`src/rtl/clts_pkg.sv`:
```
// ----------------------------------------------------------------------------
// Cursor list package
// Word types, command and status codes and default sizes shared by the
// cursor list block.
// ----------------------------------------------------------------------------
package clts_pkg;

	// Default sizes of the two stacks and of one stored item.
	localparam int STACK_DEPTH = 16;
	localparam int ITEM_BITS   = 16;

	// Fixed widths of the word fields.
	localparam int VALUE_W = 16;
	localparam int COUNT_W = 5;

	typedef enum logic [1:0] {
		CMD_MOVE_LEFT  = 2'd0,
		CMD_MOVE_RIGHT = 2'd1,
		CMD_DELETE     = 2'd2,
		CMD_INSERT     = 2'd3
	} cmd_t;

	typedef enum logic [1:0] {
		ST_DONE    = 2'd0,
		ST_NO_MOVE = 2'd1,
		ST_FULL    = 2'd2
	} status_t;

	typedef struct packed {
		cmd_t               cmd;
		logic [VALUE_W-1:0] item_value;
	} req_t;

	typedef struct packed {
		logic [VALUE_W-1:0] active_item;
		logic               active_present;
		logic               list_empty;
		status_t            status;
		logic [COUNT_W-1:0] left_count;
		logic [COUNT_W-1:0] right_count;
	} rsp_t;

endpackage

```
`src/rtl/cursor_list_two_stacks_top.sv`:
```
// ----------------------------------------------------------------------------
// Cursor list kept as two stacks around one active register
// Gap buffer: left stack, active item, right stack, one command per cycle.
// ----------------------------------------------------------------------------
// How to use this block:
// A command word (cmd and item_value) is taken on the request port at every
// rising edge where start is high and busy is low. Busy is always low, so a
// new command may be issued in every cycle, back to back, with no gaps.
// Commands move the cursor left or right, delete the active item, or insert
// item_value as the new active item (the old active item goes to the right).
// Exactly one result word follows each command, on the result port, in the
// cycle after the command was taken, and is marked by done for that single
// cycle. The sustained rate is one command per cycle; it is set by the single
// update of the cursor register and the two stack tops, which are held in
// flip-flops in front of each stack memory. Each stack memory is written at
// its push address and read on a pop at the entry below the cached pair,
// with the read data registered into the cached second-from-top register,
// so a pop never waits on the memory.
// The receiver cannot stall: it must take each result word when done is high.
// Reset clears the cursor, both depths and the done strobe; the stack
// memories are not cleared, since an entry is only used after it was pushed.
// ----------------------------------------------------------------------------
module cursor_list_two_stacks_top #(
	parameter int STACK_DEPTH = clts_pkg::STACK_DEPTH,
	parameter int ITEM_BITS   = clts_pkg::ITEM_BITS
) (
	input  logic           clk,
	input  logic           arst_n,
	input  logic           start,
	output logic           busy,
	input  clts_pkg::req_t request,
	output logic           done,
	output clts_pkg::rsp_t result
);

	// Depth counters must hold the depth itself; addresses only index it.
	localparam int CNT_W  = $clog2(STACK_DEPTH + 1);
	localparam int ADDR_W = $clog2(STACK_DEPTH);

	// Architectural state: cursor register and both stack depths.
	logic [ITEM_BITS-1:0] cursor_q;
	logic                 cursor_valid_q;
	logic [CNT_W-1:0]     l_cnt_q;
	logic [CNT_W-1:0]     r_cnt_q;

	// Each stack keeps its top entry and the entry below it in flip-flops.
	// The memory holds every pushed entry, the cached pair included.
	logic [ITEM_BITS-1:0] l_top_q;
	logic [ITEM_BITS-1:0] l_sub_q;
	logic [ITEM_BITS-1:0] r_top_q;
	logic [ITEM_BITS-1:0] r_sub_q;
	logic [ITEM_BITS-1:0] l_mem [STACK_DEPTH];
	logic [ITEM_BITS-1:0] r_mem [STACK_DEPTH];

	// Result register.
	clts_pkg::rsp_t       rsp_q;
	logic                 done_q;

	// Next-state values and stack operations for the word being taken.
	logic                 accept;
	logic [ITEM_BITS-1:0] ins_val;
	logic [ITEM_BITS-1:0] n_cursor;
	logic                 n_valid;
	logic [CNT_W-1:0]     n_l_cnt;
	logic [CNT_W-1:0]     n_r_cnt;
	clts_pkg::status_t    n_status;
	logic                 l_push;
	logic                 l_pop;
	logic                 r_push;
	logic                 r_pop;
	logic                 l_full;
	logic                 r_full;
	logic                 list_full;
	logic [CNT_W-1:0]     l_rd_ptr;
	logic [CNT_W-1:0]     r_rd_ptr;

	assign busy   = 1'b0;
	assign accept = start && !busy;

	assign ins_val   = ITEM_BITS'(request.item_value);
	assign l_full    = (l_cnt_q >= CNT_W'(STACK_DEPTH));
	assign r_full    = (r_cnt_q >= CNT_W'(STACK_DEPTH));
	assign list_full = ((CNT_W+1)'(l_cnt_q) + (CNT_W+1)'(r_cnt_q))
		>= (CNT_W+1)'(STACK_DEPTH);

	// The entry that becomes second-from-top after a pop sits three below
	// the current depth.
	assign l_rd_ptr = l_cnt_q - CNT_W'(3);
	assign r_rd_ptr = r_cnt_q - CNT_W'(3);

	always_comb begin
		n_cursor = cursor_q;
		n_valid  = cursor_valid_q;
		n_l_cnt  = l_cnt_q;
		n_r_cnt  = r_cnt_q;
		n_status = clts_pkg::ST_DONE;
		l_push   = 1'b0;
		l_pop    = 1'b0;
		r_push   = 1'b0;
		r_pop    = 1'b0;
		unique case (request.cmd)
			clts_pkg::CMD_MOVE_LEFT: begin
				// Right top becomes active, the active item goes left.
				if (r_cnt_q == '0 || l_full) begin
					n_status = clts_pkg::ST_NO_MOVE;
				end else begin
					l_push   = cursor_valid_q;
					r_pop    = 1'b1;
					n_cursor = r_top_q;
					n_valid  = 1'b1;
				end
			end
			clts_pkg::CMD_MOVE_RIGHT: begin
				if (l_cnt_q == '0 || r_full) begin
					n_status = clts_pkg::ST_NO_MOVE;
				end else begin
					r_push   = cursor_valid_q;
					l_pop    = 1'b1;
					n_cursor = l_top_q;
					n_valid  = 1'b1;
				end
			end
			clts_pkg::CMD_DELETE: begin
				// Refill from the right first, then from the left.
				if (cursor_valid_q) begin
					if (r_cnt_q != '0) begin
						r_pop    = 1'b1;
						n_cursor = r_top_q;
					end else if (l_cnt_q != '0) begin
						l_pop    = 1'b1;
						n_cursor = l_top_q;
					end else begin
						n_cursor = '0;
						n_valid  = 1'b0;
					end
				end
			end
			clts_pkg::CMD_INSERT: begin
				if (cursor_valid_q && (list_full || r_full)) begin
					n_status = clts_pkg::ST_FULL;
				end else begin
					r_push   = cursor_valid_q;
					n_cursor = ins_val;
					n_valid  = 1'b1;
				end
			end
			default: begin
				n_status = clts_pkg::ST_DONE;
			end
		endcase
		if (l_push) begin
			n_l_cnt = l_cnt_q + CNT_W'(1);
		end else if (l_pop) begin
			n_l_cnt = l_cnt_q - CNT_W'(1);
		end
		if (r_push) begin
			n_r_cnt = r_cnt_q + CNT_W'(1);
		end else if (r_pop) begin
			n_r_cnt = r_cnt_q - CNT_W'(1);
		end
	end

	// Control state.
	always_ff @(posedge clk or negedge arst_n) begin
		if (!arst_n) begin
			cursor_q       <= '0;
			cursor_valid_q <= 1'b0;
			l_cnt_q        <= '0;
			r_cnt_q        <= '0;
			done_q         <= 1'b0;
		end else begin
			done_q <= accept;
			if (accept) begin
				cursor_q       <= n_cursor;
				cursor_valid_q <= n_valid;
				l_cnt_q        <= n_l_cnt;
				r_cnt_q        <= n_r_cnt;
			end
		end
	end

	// Left stack: memory write on push, registered read on pop.
	always_ff @(posedge clk) begin
		if (accept && l_push) begin
			l_mem[l_cnt_q[ADDR_W-1:0]] <= cursor_q;
			l_top_q                    <= cursor_q;
			l_sub_q                    <= l_top_q;
		end else if (accept && l_pop) begin
			l_top_q <= l_sub_q;
			l_sub_q <= l_mem[l_rd_ptr[ADDR_W-1:0]];
		end
	end

	// Right stack, same arrangement.
	always_ff @(posedge clk) begin
		if (accept && r_push) begin
			r_mem[r_cnt_q[ADDR_W-1:0]] <= cursor_q;
			r_top_q                    <= cursor_q;
			r_sub_q                    <= r_top_q;
		end else if (accept && r_pop) begin
			r_top_q <= r_sub_q;
			r_sub_q <= r_mem[r_rd_ptr[ADDR_W-1:0]];
		end
	end

	// Result word, built from the state after the command.
	always_ff @(posedge clk) begin
		if (accept) begin
			rsp_q.active_item    <= n_valid ? clts_pkg::VALUE_W'(n_cursor) : '0;
			rsp_q.active_present <= n_valid;
			rsp_q.list_empty     <= !n_valid && n_l_cnt == '0 && n_r_cnt == '0;
			rsp_q.status         <= n_status;
			rsp_q.left_count     <= clts_pkg::COUNT_W'(n_l_cnt);
			rsp_q.right_count    <= clts_pkg::COUNT_W'(n_r_cnt);
		end
	end

	assign done   = done_q;
	assign result = rsp_q;

endmodule
```
`config.mk`:
```
export PLATFORM = sky130hd
export DESIGN_NAME = cursor_list_two_stacks_top
export DESIGN_NICKNAME = d
export VERILOG_FILES = /design/src/rtl/clts_pkg.sv /design/src/rtl/cursor_list_two_stacks_top.sv
export SDC_FILE = /design/constraint.sdc
export NUM_CORES = 1
export LEC_CHECK = 0
export ABC_AREA = 1
export ABC_CLOCK_PERIOD_IN_PS = 7320
export BUFFER_PORTS_ARGS = -buffer_cell sky130_fd_sc_hd__clkbuf_2
export CORE_ASPECT_RATIO = 2
export CORE_MARGIN = 8
export CORE_UTILIZATION = 50
export DETAILED_ROUTE_END_ITERATION = 6
export GPL_TIMING_DRIVEN = 0
export PLACE_DENSITY = 0.66
export SLEW_MARGIN = 30
export SYNTH_ARGS = -nofsm -noshare
export SYNTH_HDL_FRONTEND = slang
export SYNTH_SLANG_ARGS = --single-unit
```
`constraint.sdc`:
```
create_clock -name clk -period 7.32 [get_ports clk]
set_input_delay 0 -clock clk [delete_from_list [all_inputs] [get_ports clk]]
set_output_delay 0 -clock clk [all_outputs]
set_load 0.03 [all_outputs]
```
Yosys cells after proc, flatten, opt, wreduce, memory -nomap -nowiden --
Memory sizes are Yosys's and may differ from the RTL's. Cells that the tools add are included.
Cells by class: multiplexer cells 47, reduce and logical (&&, ||, !) cells 20, order comparisons 3, add/subtract/negate cells 7, equality and inequality tests 3
Operator list (count):
- two-way mux 16 bit | 14
- one-hot mux 16 bit (4 select lines) | 1
- two-way mux 1 bit | 22
- zero test 5 bit | 4
- two-way mux 5 bit | 4
- adder 5 x 1 -> 5 bit (second input constant) | 2
- greater-or-equal comparator 5 bit (second input constant) | 2
- nonzero test 5 bit | 2
- subtractor 5 x 1 -> 5 bit (second input constant) | 2
- subtractor 4 x 2 -> 4 bit (second input constant) | 2
- logical AND 1 bit | 7
- adder 5 x 5 -> 6 bit | 1
- greater-or-equal comparator 6 x 5 -> 1 bit (second input constant) | 1
- one-hot mux 1 bit (2 select lines) | 3
- one-hot mux 2 bit (3 select lines) | 1
- == test 2 bit (second input constant) | 2
- one-hot mux 1 bit (4 select lines) | 1
- nonzero test 2 bit | 2
- logical OR 1 bit | 3
- == test 2 x 1 -> 1 bit (second input constant) | 1
- zero test 2 bit | 1
- two-way mux 2 bit | 1
- zero test 1 bit | 1
Word-level totals: bits in writable memories 512, flip-flop bits (word level) 122, memories 2, output and inout bits 32, word-level logic and storage cells 97, bits of input ports 21
Memory list:
- l_mem | words 16, width 16, rd ports 1, clocked after memory_dff 0, write ports 1, line cursor_list_two_stacks_top.sv:52 | logic [ITEM_BITS-1:0] l_mem [STACK_DEPTH];
- r_mem | words 16, width 16, rd ports 1, clocked after memory_dff 0, write ports 1, line cursor_list_two_stacks_top.sv:53 | logic [ITEM_BITS-1:0] r_mem [STACK_DEPTH];

Logic depth before layout (Yosys ltp) --
Gate-level depths: netlist of the first run.
depth after elaboration 10, gate-level depth with buffers 18, mapped depth without buffers 15

Least setup slack after synthesis of the first run --
No wires, ideal clock.
path type reg-to-reg, from reg r_cnt_q[0], to reg l_sub_q[0] (enable), data required time 6898 ps, setup time 422 ps, stages on the path, launching flop included 11, path buffers 2, setup slack 3671 ps, arrival 3227 ps, path through dfrtp_1 inv_2 buf_2 clkbuf_1 ha_1 nand2_1 o21bai_2 nand2_2 nand2_1 inv_1 nor2_1
Between the ends: longest elaborated chain between the ends 6, elaborated cells on any way between the ends 14, classes of those cells order compare (1); mux (6); reduce/logical (7)
Ends and longest elaborated chain:
- start: declaration | line cursor_list_two_stacks_top.sv:44 | logic [CNT_W-1:0] r_cnt_q;
- start signal: assignment | line cursor_list_two_stacks_top.sv:177 | r_cnt_q <= n_r_cnt;
- greater-or-equal comparator 5 bit (tied with other cells) | line cursor_list_two_stacks_top.sv:82 | assign r_full = (r_cnt_q >= CNT_W'(STACK_DEPTH));
- logical OR 1 bit (tied with other cells) | line cursor_list_two_stacks_top.sv:114 | if (l_cnt_q == '0 || r_full) begin
- two-way mux 1 bit, on equally long branches | line cursor_list_two_stacks_top.sv:114, cursor_list_two_stacks_top.sv:104, cursor_list_two_stacks_top.sv:125
- one-hot mux 1 bit (2 select lines) or two-way mux 1 bit (tied branches) | line cursor_list_two_stacks_top.sv:101 | unique case (request.cmd)
- logical AND 1 bit, on equally long branches | line cursor_list_two_stacks_top.sv:188, cursor_list_two_stacks_top.sv:184
- nonzero test 2 bit (no line) (*)
- end signal: assignment | line cursor_list_two_stacks_top.sv:187 | l_sub_q <= l_top_q;
- end signal: assignment | line cursor_list_two_stacks_top.sv:190 | l_sub_q <= l_mem[l_rd_ptr[ADDR_W-1:0]];
- end: declaration | line cursor_list_two_stacks_top.sv:49 | logic [ITEM_BITS-1:0] l_sub_q;
Mark *: on every way between the ends. The rest lies on a longest branch, timed or not. A chain may end at the register's enable or synchronous reset.

Worst setup path after layout of the first run --
from reg r_cnt_q[0], to reg r_sub_q[4] (data pin)
Between the ends: longest elaborated chain between the ends 8, elaborated cells on any way between the ends 14, classes of those cells add/sub (2); order compare (2); mux (5); reduce/logical (4); memory (1)
Ends and longest elaborated chain:
- adder 5 x 5 -> 6 bit | line cursor_list_two_stacks_top.sv:83 | assign list_full = ((CNT_W+1)'(l_cnt_q) + (CNT_W+1)'(r_cnt_q))
- greater-or-equal comparator 6 x 5 -> 1 bit | line cursor_list_two_stacks_top.sv:84 | >= (CNT_W+1)'(STACK_DEPTH);
- logical OR 1 bit | line cursor_list_two_stacks_top.sv:139 | if (cursor_valid_q && (list_full || r_full)) begin
- logical AND 1 bit | line cursor_list_two_stacks_top.sv:139
- two-way mux 1 bit | line cursor_list_two_stacks_top.sv:139
- one-hot mux 1 bit (2 select lines) | line cursor_list_two_stacks_top.sv:101
- logical AND 1 bit | line cursor_list_two_stacks_top.sv:196 | if (accept && r_push) begin
- two-way mux 16 bit (*) | line cursor_list_two_stacks_top.sv:196
- end signal: assignment | line cursor_list_two_stacks_top.sv:199 | r_sub_q <= r_top_q;
- end signal: assignment | line cursor_list_two_stacks_top.sv:202 | r_sub_q <= r_mem[r_rd_ptr[ADDR_W-1:0]];
- end: declaration | line cursor_list_two_stacks_top.sv:51 | logic [ITEM_BITS-1:0] r_sub_q;
Mark *: on every way between the ends. The rest lies on a longest branch, timed or not. The select of a mux whose other input is x is not followed.

==> metrics.md, run 1 <==
| Metric | Value |
|---|---|
| Final critical-path required period | approximately 5 ns |
| Drt initial violations | between 1000 and 1500 |
| Slew margin rel. | 34.0% |
| Synth unique cells | 40 |
| Sw frac | 42.8% |
| Pleak | 10.6 nW |
| Final Power | 14.0 mW |
| Crit path launch type | flip-flop |
| Fin util | 57.3% |
| Critical R2R Launch | r_cnt_q[0] |
| Root Buffer | clkbuf_16 |
| Total I/O pin count | 53 |
| Final Cycle Share | 67.2% |
| Share of power burned in the clock network | 21.0% |
| Initial antenna violation count | 0 |
| Critical path type | flip-flop to flip-flop |
| Layout Nets | 2457 |
| Crit end category | flip-flop |
| Area leader, netlist | edfxtp_1 |
| Final Setup Violations | 0 |
| Post-DRT Antenna Nets | 0 |
| Main flop type after synthesis | edfxtp_1 |
| Top cell by count, worst path | clkbuf_1 |
| Die Wd | ~180 µm |
| WP data required | 7.79 ns |
| CP bufs+invs | 6 |
| Max-slew violation count | 0 |
| CTS Buffer Depth | 3 |
| CTS Buf Count | 53 |
| Pwr per Cell Area | 458 mW/mm² |
| Vias | roughly 19000 |
| Worst-Margin Slew | 0.989 ns |
| P_int | around 8 mW |
| Async SR Flop Fraction | roughly 4.4% |
| Die Y | 344 µm |
| Starting Density | 50.4% |
| Hold Crit Class | input pin to async pin |
| Total grt overflow | 0 |
| FP Rows | 120 |
| Depth of the CTS H-tree | 2 |
| TritonCTS clock tree | built |
| Crit-path max FO | 12 |
| Setup TNS | 0 ns |
| Placement Cell Area | 0.0286 mm² |
| Crit-path leading delay family | buffers and inverters |
| Worst-skew pair later-pin latency | 0.61 ns |
| Syn avg cell area | 11.9 µm² |
| Clock sinks | 634 |
| RD Place Congestion | around 1 |
| CP Launch Point | r_cnt_q[0] |
| Total of warnings raised by yosys | 0 |
| Worst vdd ir | between 0.3 and 0.4 mV |
| Worst clock skew | 0.0275 ns |
| Total Routed Length | 82.8 mm |
| Synth top area cells | edfxtp_1, o21ai_0, nor2_1 |
| Status | complete, no violations |
| I/O Buffers | 51 |
| Final instance area | 0.0306 mm² |
| Slowest-stage cell, CP | o221ai_1 |
| Critical path, cell by cell | inv_2 -> buf_2 -> clkbuf_1 -> ha_1 -> inv_1 -> clkbuf_1 -> clkbuf_1 -> o21ai_0 -> o221ai_1 -> o211ai_1 -> a31oi_1 |
| Max stage delay on crit path | 0.79 ns |
| Combinational power share | 41.4% |
| Number of synthesized flops with an enable pin | 606 |
| Worst Path Arrival | approximately 5.4 ns |
| Switching Power | 5.99 mW |
| Setup crit end | r_sub_q[4] |
| Cell count after synthesis | 2260 |
| Drt drc | 0 |
| Register area share after synthesis | 70.3% |
| Placed wire-length estimate | 61.4 mm |
| Syn nets | 2299 |
| Die ar. | 0.0619 mm² |
| Worst R2R Path Depth | 11 |
| First-pass GRT wire length | ~120 mm |
| Area grow syn2layout | 13.7% |
| Worst-path clk slew | 0.07 ns |
| Gr usage total | 26.5% |
| Flops & latches, synth | 634 |
| Antenna cells | 0 |
| R2R Path End | r_sub_q[4] |
| Post-synth top area share | 67.7% |
| Vias per inst | 5.92 |
| Unrepaired setup endpoints after global routing | false |
| Layout cells sized above 1 | approximately an eighth |
| Flop2flop setup slack | approximately 2.4 ns |
| Pre-CTS setup slack | 2.70 ns |
| Vias in the first global route | 19200 |
| Most frequent cells in the layout | edfxtp_1, nor2_1, o21ai_0 |
| Commonest non-fill, non-tap cell in the layout | edfxtp_1 |
| Synthesized area | 0.0269 mm² |
| Worst Slack Setup Final | about 2.4 ns |
| Cell count along the critical path | 11 |
| Drt pass-1 iters | 7 |
| Sequential Power Share | 37.5% |
| Core area | 0.0533 mm² |
| Number of max-cap violations | 0 |
| Wire per inst | 26.4 µm |
| Hold Fails Final Rpt | 0 |
| FMAX | ~200 MHz |
| Largest net degree at the start of global routing | 36 |
==> cells in the mapped netlist, types with 5 or more instances <==
| library cell | n |
|---|---|
| nand3_1 | 56 |
| buf_1 | 16 |
| inv_2 | 7 |
| o211ai_1 | 97 |
| nand2_2 | 6 |
| dfrtp_1 | 28 |
| buf_4 | 5 |
| inv_1 | 49 |
| xor2_1 | 8 |
| o21ai_0 | 334 |
| nor2_1 | 387 |
| edfxtp_1 | 606 |
| o22ai_1 | 32 |
| a21oi_1 | 65 |
| nor3_1 | 10 |
| nand2_1 | 290 |
| o221ai_1 | 32 |
| a31oi_1 | 32 |
| a22oi_1 | 16 |
| clkbuf_1 | 76 |
| ha_1 | 18 |
| o21ai_1 | 14 |
| buf_6 | 8 |
| buf_2 | 42 |
==> how the worst min path moves through the flow <==
stage / startpoint / to / slack (ns) / depth (start not counted)
after floorplan: arst_n / cursor_q[0] / -0.30 / 0
after global placement: arst_n / done / 0.14 / 1
after detailed placement: arst_n / done / 0.15 / 1
after CTS: arst_n / cursor_q[12] / 0.07 / 2
after global routing: request[17] / result[11] / 0.10 / 3
final: arst_n / cursor_q[11] / 0.08 / 2
==> state kept, by name (all words and copies together), names as in the netlist <==
signal / cells
l_top_q: 16
l_sub_q: 16
r_cnt_q: 5
cursor_q: 16
l_mem: 256
r_mem: 256
r_top_q: 16
cursor_valid_q: 1
done: 1
l_cnt_q: 5
result: 30
r_sub_q: 16
==> what timing repair did <==
action,4_1_cts,5_1_grt
setup buffers,0,0
hold buffers,17,0
hold endpoints to repair,49,0
gates resized for setup,0,0
==> power groups by stage <==
stage / Sequential [mW] / Combinational, mW / Clock [mW]
floorplan: 5.23 / 3.14 / 0
global placement: 5.53 / 5.20 / 0
detailed placement: 5.32 / 5.68 / 0
CTS: 5.25 / 5.73 / 2.96
global route: 5.28 / 6.20 / 3.08
finish: 5.25 / 5.80 / 2.94
==> area by class of cell <==
cell class,count,area [µm²]
multi-input combinational,1421,7200
clock inverter,35,414
timing repair buffer,103,917
tap,671,840
fill,4336,22800
clock buffer,61,1360
sequential,634,18900
buffer,148,688
inverter,57,216
==> kinds of logic after synthesis <==
| family | after synthesis | synth area share [%] |
|---|---|---|
| xor gates and xnor gates | 10 | 0.382 |
| and+or+nand+nor | 766 | 11.5 |
| buffers and inverters | 205 | 3.37 |
| DFF | 634 | 70.3 |
| adders and majority gates | 18 | 0.838 |
| other | 1 | 0.0140 |
| AOI/OAI and AO/OA | 626 | 13.5 |
==> metal layers <==
metal	vias to the layer above	wire length [µm]	GRT usage, %
li1	8551	-	-
met1	8977	26700	25.1
met2	747	44600	50.2
met3	255	3830	3.10
met4	0	7620	22.8
met5	-	0	0
==> per-stage QoR <==
step           hold WS (ns)  cells
2_1_floorplan        -0.296   2260
3_3_place_gp          0.143   2982
3_5_place_dp          0.147   3017
4_1_cts              0.0677   3130
5_1_grt               0.101   3130
6_report             0.0762   3130
Power figures use the tool's default switching activity.
==> run 2: changes to the inputs <==
- ABC_CLOCK_PERIOD_IN_PS: 7320 -> 4100
- PLACE_DENSITY: 0.66 -> 0.68
- clock period: 7.32 -> 4.1 ns (I/O delays scaled with it)
==> metrics.md, run 2 (synthesis results as in run 1) <==
| Metric | Value |
|---|---|
| Filler Cell Count | 4314 |
| Max-slew violation count | 0 |
| Critical path, cell by cell | inv_2 -> buf_2 -> clkbuf_2 -> ha_1 -> inv_1 -> clkbuf_2 -> clkbuf_1 -> o21ai_0 -> o221ai_1 -> o211ai_1 -> a31oi_1 |
| Postcts setup bufs | 0 |
| Post-DRT Antenna Nets | 0 |
| Area grow syn2layout | 14.4% |
| Crit end category | flip-flop |
| Vias | roughly 19000 |
| Gr usage total | 27.0% |
| Worst-Margin Slew | 1.21 ns |
| Starting Density | 50.4% |
| Worst Path Arrival | approximately 4.4 ns |
| Antenna cells | 0 |
| Layout Nets | 2467 |
| Layout cells sized above 1 | around 13% |
| Crit-path leading delay family | buffers and inverters |
| Drt drc | 0 |
| Placement Cell Area | roughly 0.029 mm² |
| Vias in the first global route | 19600 |
| Final Setup Violations | 0 |
| CP bufs+invs | 6 |
| Total Routed Length | 83.7 mm |
| Core area | 0.0533 mm² |
| Unrepaired setup endpoints after global routing | false |
| Hold Fails Final Rpt | 0 |
| Slew margin rel. | between 10% and 20% |
| Crit path launch type | flip-flop |
| Worst-path clk slew | 0.07 ns |
| Total I/O pin count | 53 |
| Largest net degree at the start of global routing | 36 |
| Pleak | around 11 nW |
| WP data required | 4.53 ns |
| Worst-skew pair later-pin latency | roughly 0.61 ns |
| RD Place Congestion | about 1 |
| Die Wd | 180 µm |
| Depth of the CTS H-tree | 2 |
| Critical path type | flip-flop to flip-flop |
| First-pass GRT wire length | 123 mm |
| Worst Slack Setup Final | 0.136 ns |
| Die ar. | about 0.062 mm² |
| Wire per inst | 26.6 µm |
| Fin util | 57.7% |
| Drt pass-1 iters | 5 |
| Vias per inst | 6.00 |
| Worst vdd ir | 0.419 mV |
| Number of max-cap violations | 0 |
| I/O Buffers | 51 |
| FP Rows | 120 |
| Max stage delay on crit path | 0.51 ns |
| CTS Buffer Depth | 3 |
| Placed wire-length estimate | 62.4 mm |
| Final critical-path required period | 3.96 ns |
| Pwr per Cell Area | 820 mW/mm² |
| FMAX | 252 MHz |
| Hold Crit Class | input pin to flip-flop |
| Most frequent cells in the layout | edfxtp_1, nor2_1, o21ai_0 |
| Drt initial violations | between 1500 and 2000 |
| Root Buffer | clkbuf_16 |
| Total grt overflow | 0 |
| Final instance area | 0.0307 mm² |
| Status | complete, no violations |
| Worst clock skew | 0.0274 ns |
| Initial antenna violation count | 0 |
| Top cell by count, worst path | clkbuf_2 |
| Commonest non-fill, non-tap cell in the layout | edfxtp_1 |
| Pre-CTS setup slack | -0.542 ns |
| CTS Buf Count | 53 |
| Slowest-stage cell, CP | dfrtp_2 |
| Die Y | 344 µm |
| Clock sinks | 634 |
| Crit-path max FO | 12 |
| TritonCTS clock tree | built |
| Final Cycle Share | 96.7% |
run 2: changes by cell type in the layout (fill, tap and decap cells not counted), sizes merged:
cell,previous run,this run
dlygate4sd3,17,16
bufinv,9,8
clkbuf,189,185
buf,106,118
clkinv,18,24
clkinvlp,4,5
run 2: timing repair:
| action | 4_1_cts | 5_1_grt |
|---|---|---|
| hold buffers | 16 | 0 |
| cloned | 0 | 0 |
| pin swaps | 0 | 1 |
| setup endpoints to repair | 115 | 170 |
| gates resized for setup | 11 | 6 |
| endpoints found under the hold margin | 52 | 0 |
run 2: layout make-up:
class	count	area (µm²)	area share, %
buffer	147	691	2.25
clock buffer	58	1390	4.51
clock inverter	41	439	1.43
inverter	57	216	0.704
multi-input combinational	1421	7240	23.5
sequential	634	18900	61.6
tap	671	840	2.73
timing repair buffer	114	1010	3.28
run 2: report_power, final:
part           switching, mW  internal [mW]  leakage [nW]
Combinational           7.63           2.80          3.96
Sequential             0.868           8.52          5.90
Clock                   2.40           2.97         0.888
Total                   10.9           14.3          10.7
run 2: through the flow:
step           total power, mW  std cells  hold WS, ns  TNS (ns)
2_1_floorplan             14.9       2260       -0.296         0
3_3_place_gp              19.2       2982        0.114   -369.71
3_5_place_dp              19.7       3028        0.129    -13.94
4_1_cts                   25.0       3143     0.000403         0
5_1_grt                   26.2       3143      0.00996         0
6_report                  25.2       3143      0.00315         0
run 2: worst paths after layout:
check / startpoint / end / slack [ns] / cells past startpoint
max: r_cnt_q[0] / r_sub_q[10] / 0.14 / 11
min: start / done / 0.003 / 1
max reg2reg: r_cnt_q[0] / r_sub_q[10] / 0.14 / 11
min reg2reg: r_sub_q[2] / r_top_q[2] / 0.53 / 2
max in group asynchronous: arst_n / cursor_q[5] / 3.50 / 2
min in group asynchronous: arst_n / cursor_q[4] / 0.03 / 2
run 2: layer usage:
layer	track usage, %	wire [µm]	up-vias
met5	0	0	-
met4	25.9	9030	0
met3	3.36	4040	286
met2	50.0	43800	752
met1	25.5	26800	9248
li1	-	-	8559
==> run 3: changes to the inputs <==
- CTS_BUF_LIST: unset -> sky130_fd_sc_hd__clkbuf_4
==> metrics.md, run 3 (synthesis results as in run 1) <==
| Metric | Value |
|---|---|
| Status | complete, but fails checks |
| Failing checks | DRC |
| Worst Path Arrival | approximately 4.7 ns |
| Total Routed Length | 85.1 mm |
| Cell count along the critical path | 11 |
| Postcts setup bufs | 0 |
| Worst-Margin Slew | 1.19 ns |
| TritonCTS clock tree | built |
| Die ar. | 0.0619 mm² |
| FMAX | ~250 MHz |
| Wire per inst | between 20 and 30 µm |
| Initial antenna violation count | 2 |
| Crit-path leading delay family | buffers and inverters |
| RD Place Congestion | a little under 1 |
| Worst-path clk slew | 0.07 ns |
| Drt initial violations | 1832 |
| R2R Path End | r_sub_q[10] |
| Placed wire-length estimate | 62.4 mm |
| Hold Fails Final Rpt | 0 |
| Pwr per Cell Area | 800 mW/mm² |
| Pleak | 10.9 nW |
| Max stage delay on crit path | 0.52 ns |
| I/O Buffers | 51 |
| Worst R2R Path Depth | 11 |
| Crit path launch type | flip-flop |
| Slew margin rel. | 19.7% |
| Most frequent cells in the layout | edfxtp_1, nor2_1, o21ai_0 |
| CP bufs+invs | 6 |
| Critical path type | flip-flop to flip-flop |
| Post-DRT Antenna Nets | 0 |
| Layout cells sized above 1 | between 10% and 20% |
| Clock sinks | 634 |
| Core area | about 0.053 mm² |
| Largest net degree at the start of global routing | 36 |
| Worst clock skew | 0.0544 ns |
| Die Wd | around 180 µm |
| WP data required | between 4 and 5 ns |
| Drt drc | 4 |
| Starting Density | 50.4% |
| Final critical-path required period | 3.99 ns |
| Critical R2R Launch | r_cnt_q[0] |
| Final Setup Violations | 0 |
| Total grt overflow | 0 |
| Vias per inst | ~6 |
| Worst vdd ir | between 0.3 and 0.4 mV |
| CTS Buf Count | 138 |
| Gr usage total | 27.6% |
| Final Power | 24.5 mW |
| Total I/O pin count | 53 |
| Crit-path max FO | 12 |
| Depth of the CTS H-tree | 4 |
| Commonest non-fill, non-tap cell in the layout | edfxtp_1 |
| Vias | 19500 |
| Slowest-stage cell, CP | dfrtp_2 |
| WHS | around 0.17 ns |
| Flop2flop setup slack | between 0.1 and 0.15 ns |
| Vias in the first global route | 20200 |
| Number of max-cap violations | 0 |
| Worst-skew pair later-pin latency | 0.89 ns |
| Non-filler instance count after layout | between 3000 and 4000 |
| Critical path, cell by cell | inv_2 -> buf_2 -> buf_2 -> ha_1 -> inv_1 -> clkbuf_2 -> clkbuf_1 -> o21ai_0 -> o221ai_1 -> o211ai_1 -> a31oi_1 |
| Drt pass-1 iters | 7 |
| Die Y | 344 µm |
| Filler Cell Count | approximately 4400 |
| First-pass GRT wire length | 125 mm |
| FP Rows | 120 |
| Area grow syn2layout | 14.2% |
| Layout Nets | approximately 2600 |
| Crit end category | flip-flop |
| Cell count after placement | roughly 3000 |
| CTS Buffer Depth | 3 |
| Max-slew violation count | 0 |
| Final Cycle Share | 97.4% |
| Unrepaired setup endpoints after global routing | false |
| Root Buffer | clkbuf_4 |
| Hold Crit Class | input pin to async pin |
| Top cell by count, worst path | buf_2 |
==> run 3: area by class of cell <==
class	count	area [µm²]	share of cell area [%]
Antenna cell	3	7.51	0.0245
Buffer	147	691	2.25
Clock buffer	188	1410	4.60
Clock inverter	55	294	0.958
Inverter	57	216	0.705
Multi-Input combinational cell	1421	7230	23.6
Sequential cell	634	18900	61.6
Tap cell	671	840	2.74
Timing Repair Buffer	121	1090	3.54
==> run 3: how the worst max path moves through the flow <==
stage                     startpoint           end
after floorplan           r_cnt_q[0]    l_sub_q[0]
after global placement    r_cnt_q[0]  l_mem[15][7]
after detailed placement  r_cnt_q[0]    r_sub_q[5]
after CTS                 l_cnt_q[0]   r_mem[3][6]
after global routing      r_cnt_q[0]   r_sub_q[10]
final                     r_cnt_q[0]   r_sub_q[10]
==> run 3: per-layer routing <==
metal | wire (µm) | global-route usage (%)
met5 | 0 | 0
met4 | 7570 | 22.9
met3 | 4250 | 3.72
met2 | 46000 | 52.3
met1 | 27300 | 26.0
==> run 3: worst reg2reg max path, stage by stage, from the launching register on <==
cell and delay (ns):
dfrtp_2 0.52, inv_2 0.21, buf_2 0.31, buf_2 0.42, ha_1 0.35, inv_1 0.09
clkbuf_2 0.32, clkbuf_1 0.44, o21ai_0 0.18, o221ai_1 0.22, o211ai_1 0.43, a31oi_1 0.34
==> run 3: through the flow <==
stage	util, %	instance area [µm²]	setup TNS [ns]	worst slack [ns]
6_report	57.6	30700	0	0.107
5_1_grt	57.6	30700	0	0.0103
4_1_cts	57.5	30700	-0.282	-0.0242
3_5_place_dp	53.8	28700	-13.94	-0.542
3_3_place_gp	52.5	28000	-369.71	-1.38
2_1_floorplan	-	26900	0	0.451
==> run 3: timing repair <==
action | in CTS | in global routing
resized for setup | 11 | 5
endpoints found under the hold margin | 80 | 0
pin swaps | 0 | 2
hold buffers | 23 | 0
setup endpoints to repair | 114 | 150
gates cloned | 0 | 0
==> run 3: where the power goes <==
group / leakage (nW) / total (mW) / internal (mW) / switching, mW
sequential: 5.90 / 9.39 / 8.52 / 0.868
clock: 1.00 / 4.72 / 2.27 / 2.44
combinational: 3.98 / 10.4 / 2.81 / 7.63
total: 10.9 / 24.5 / 13.6 / 10.9
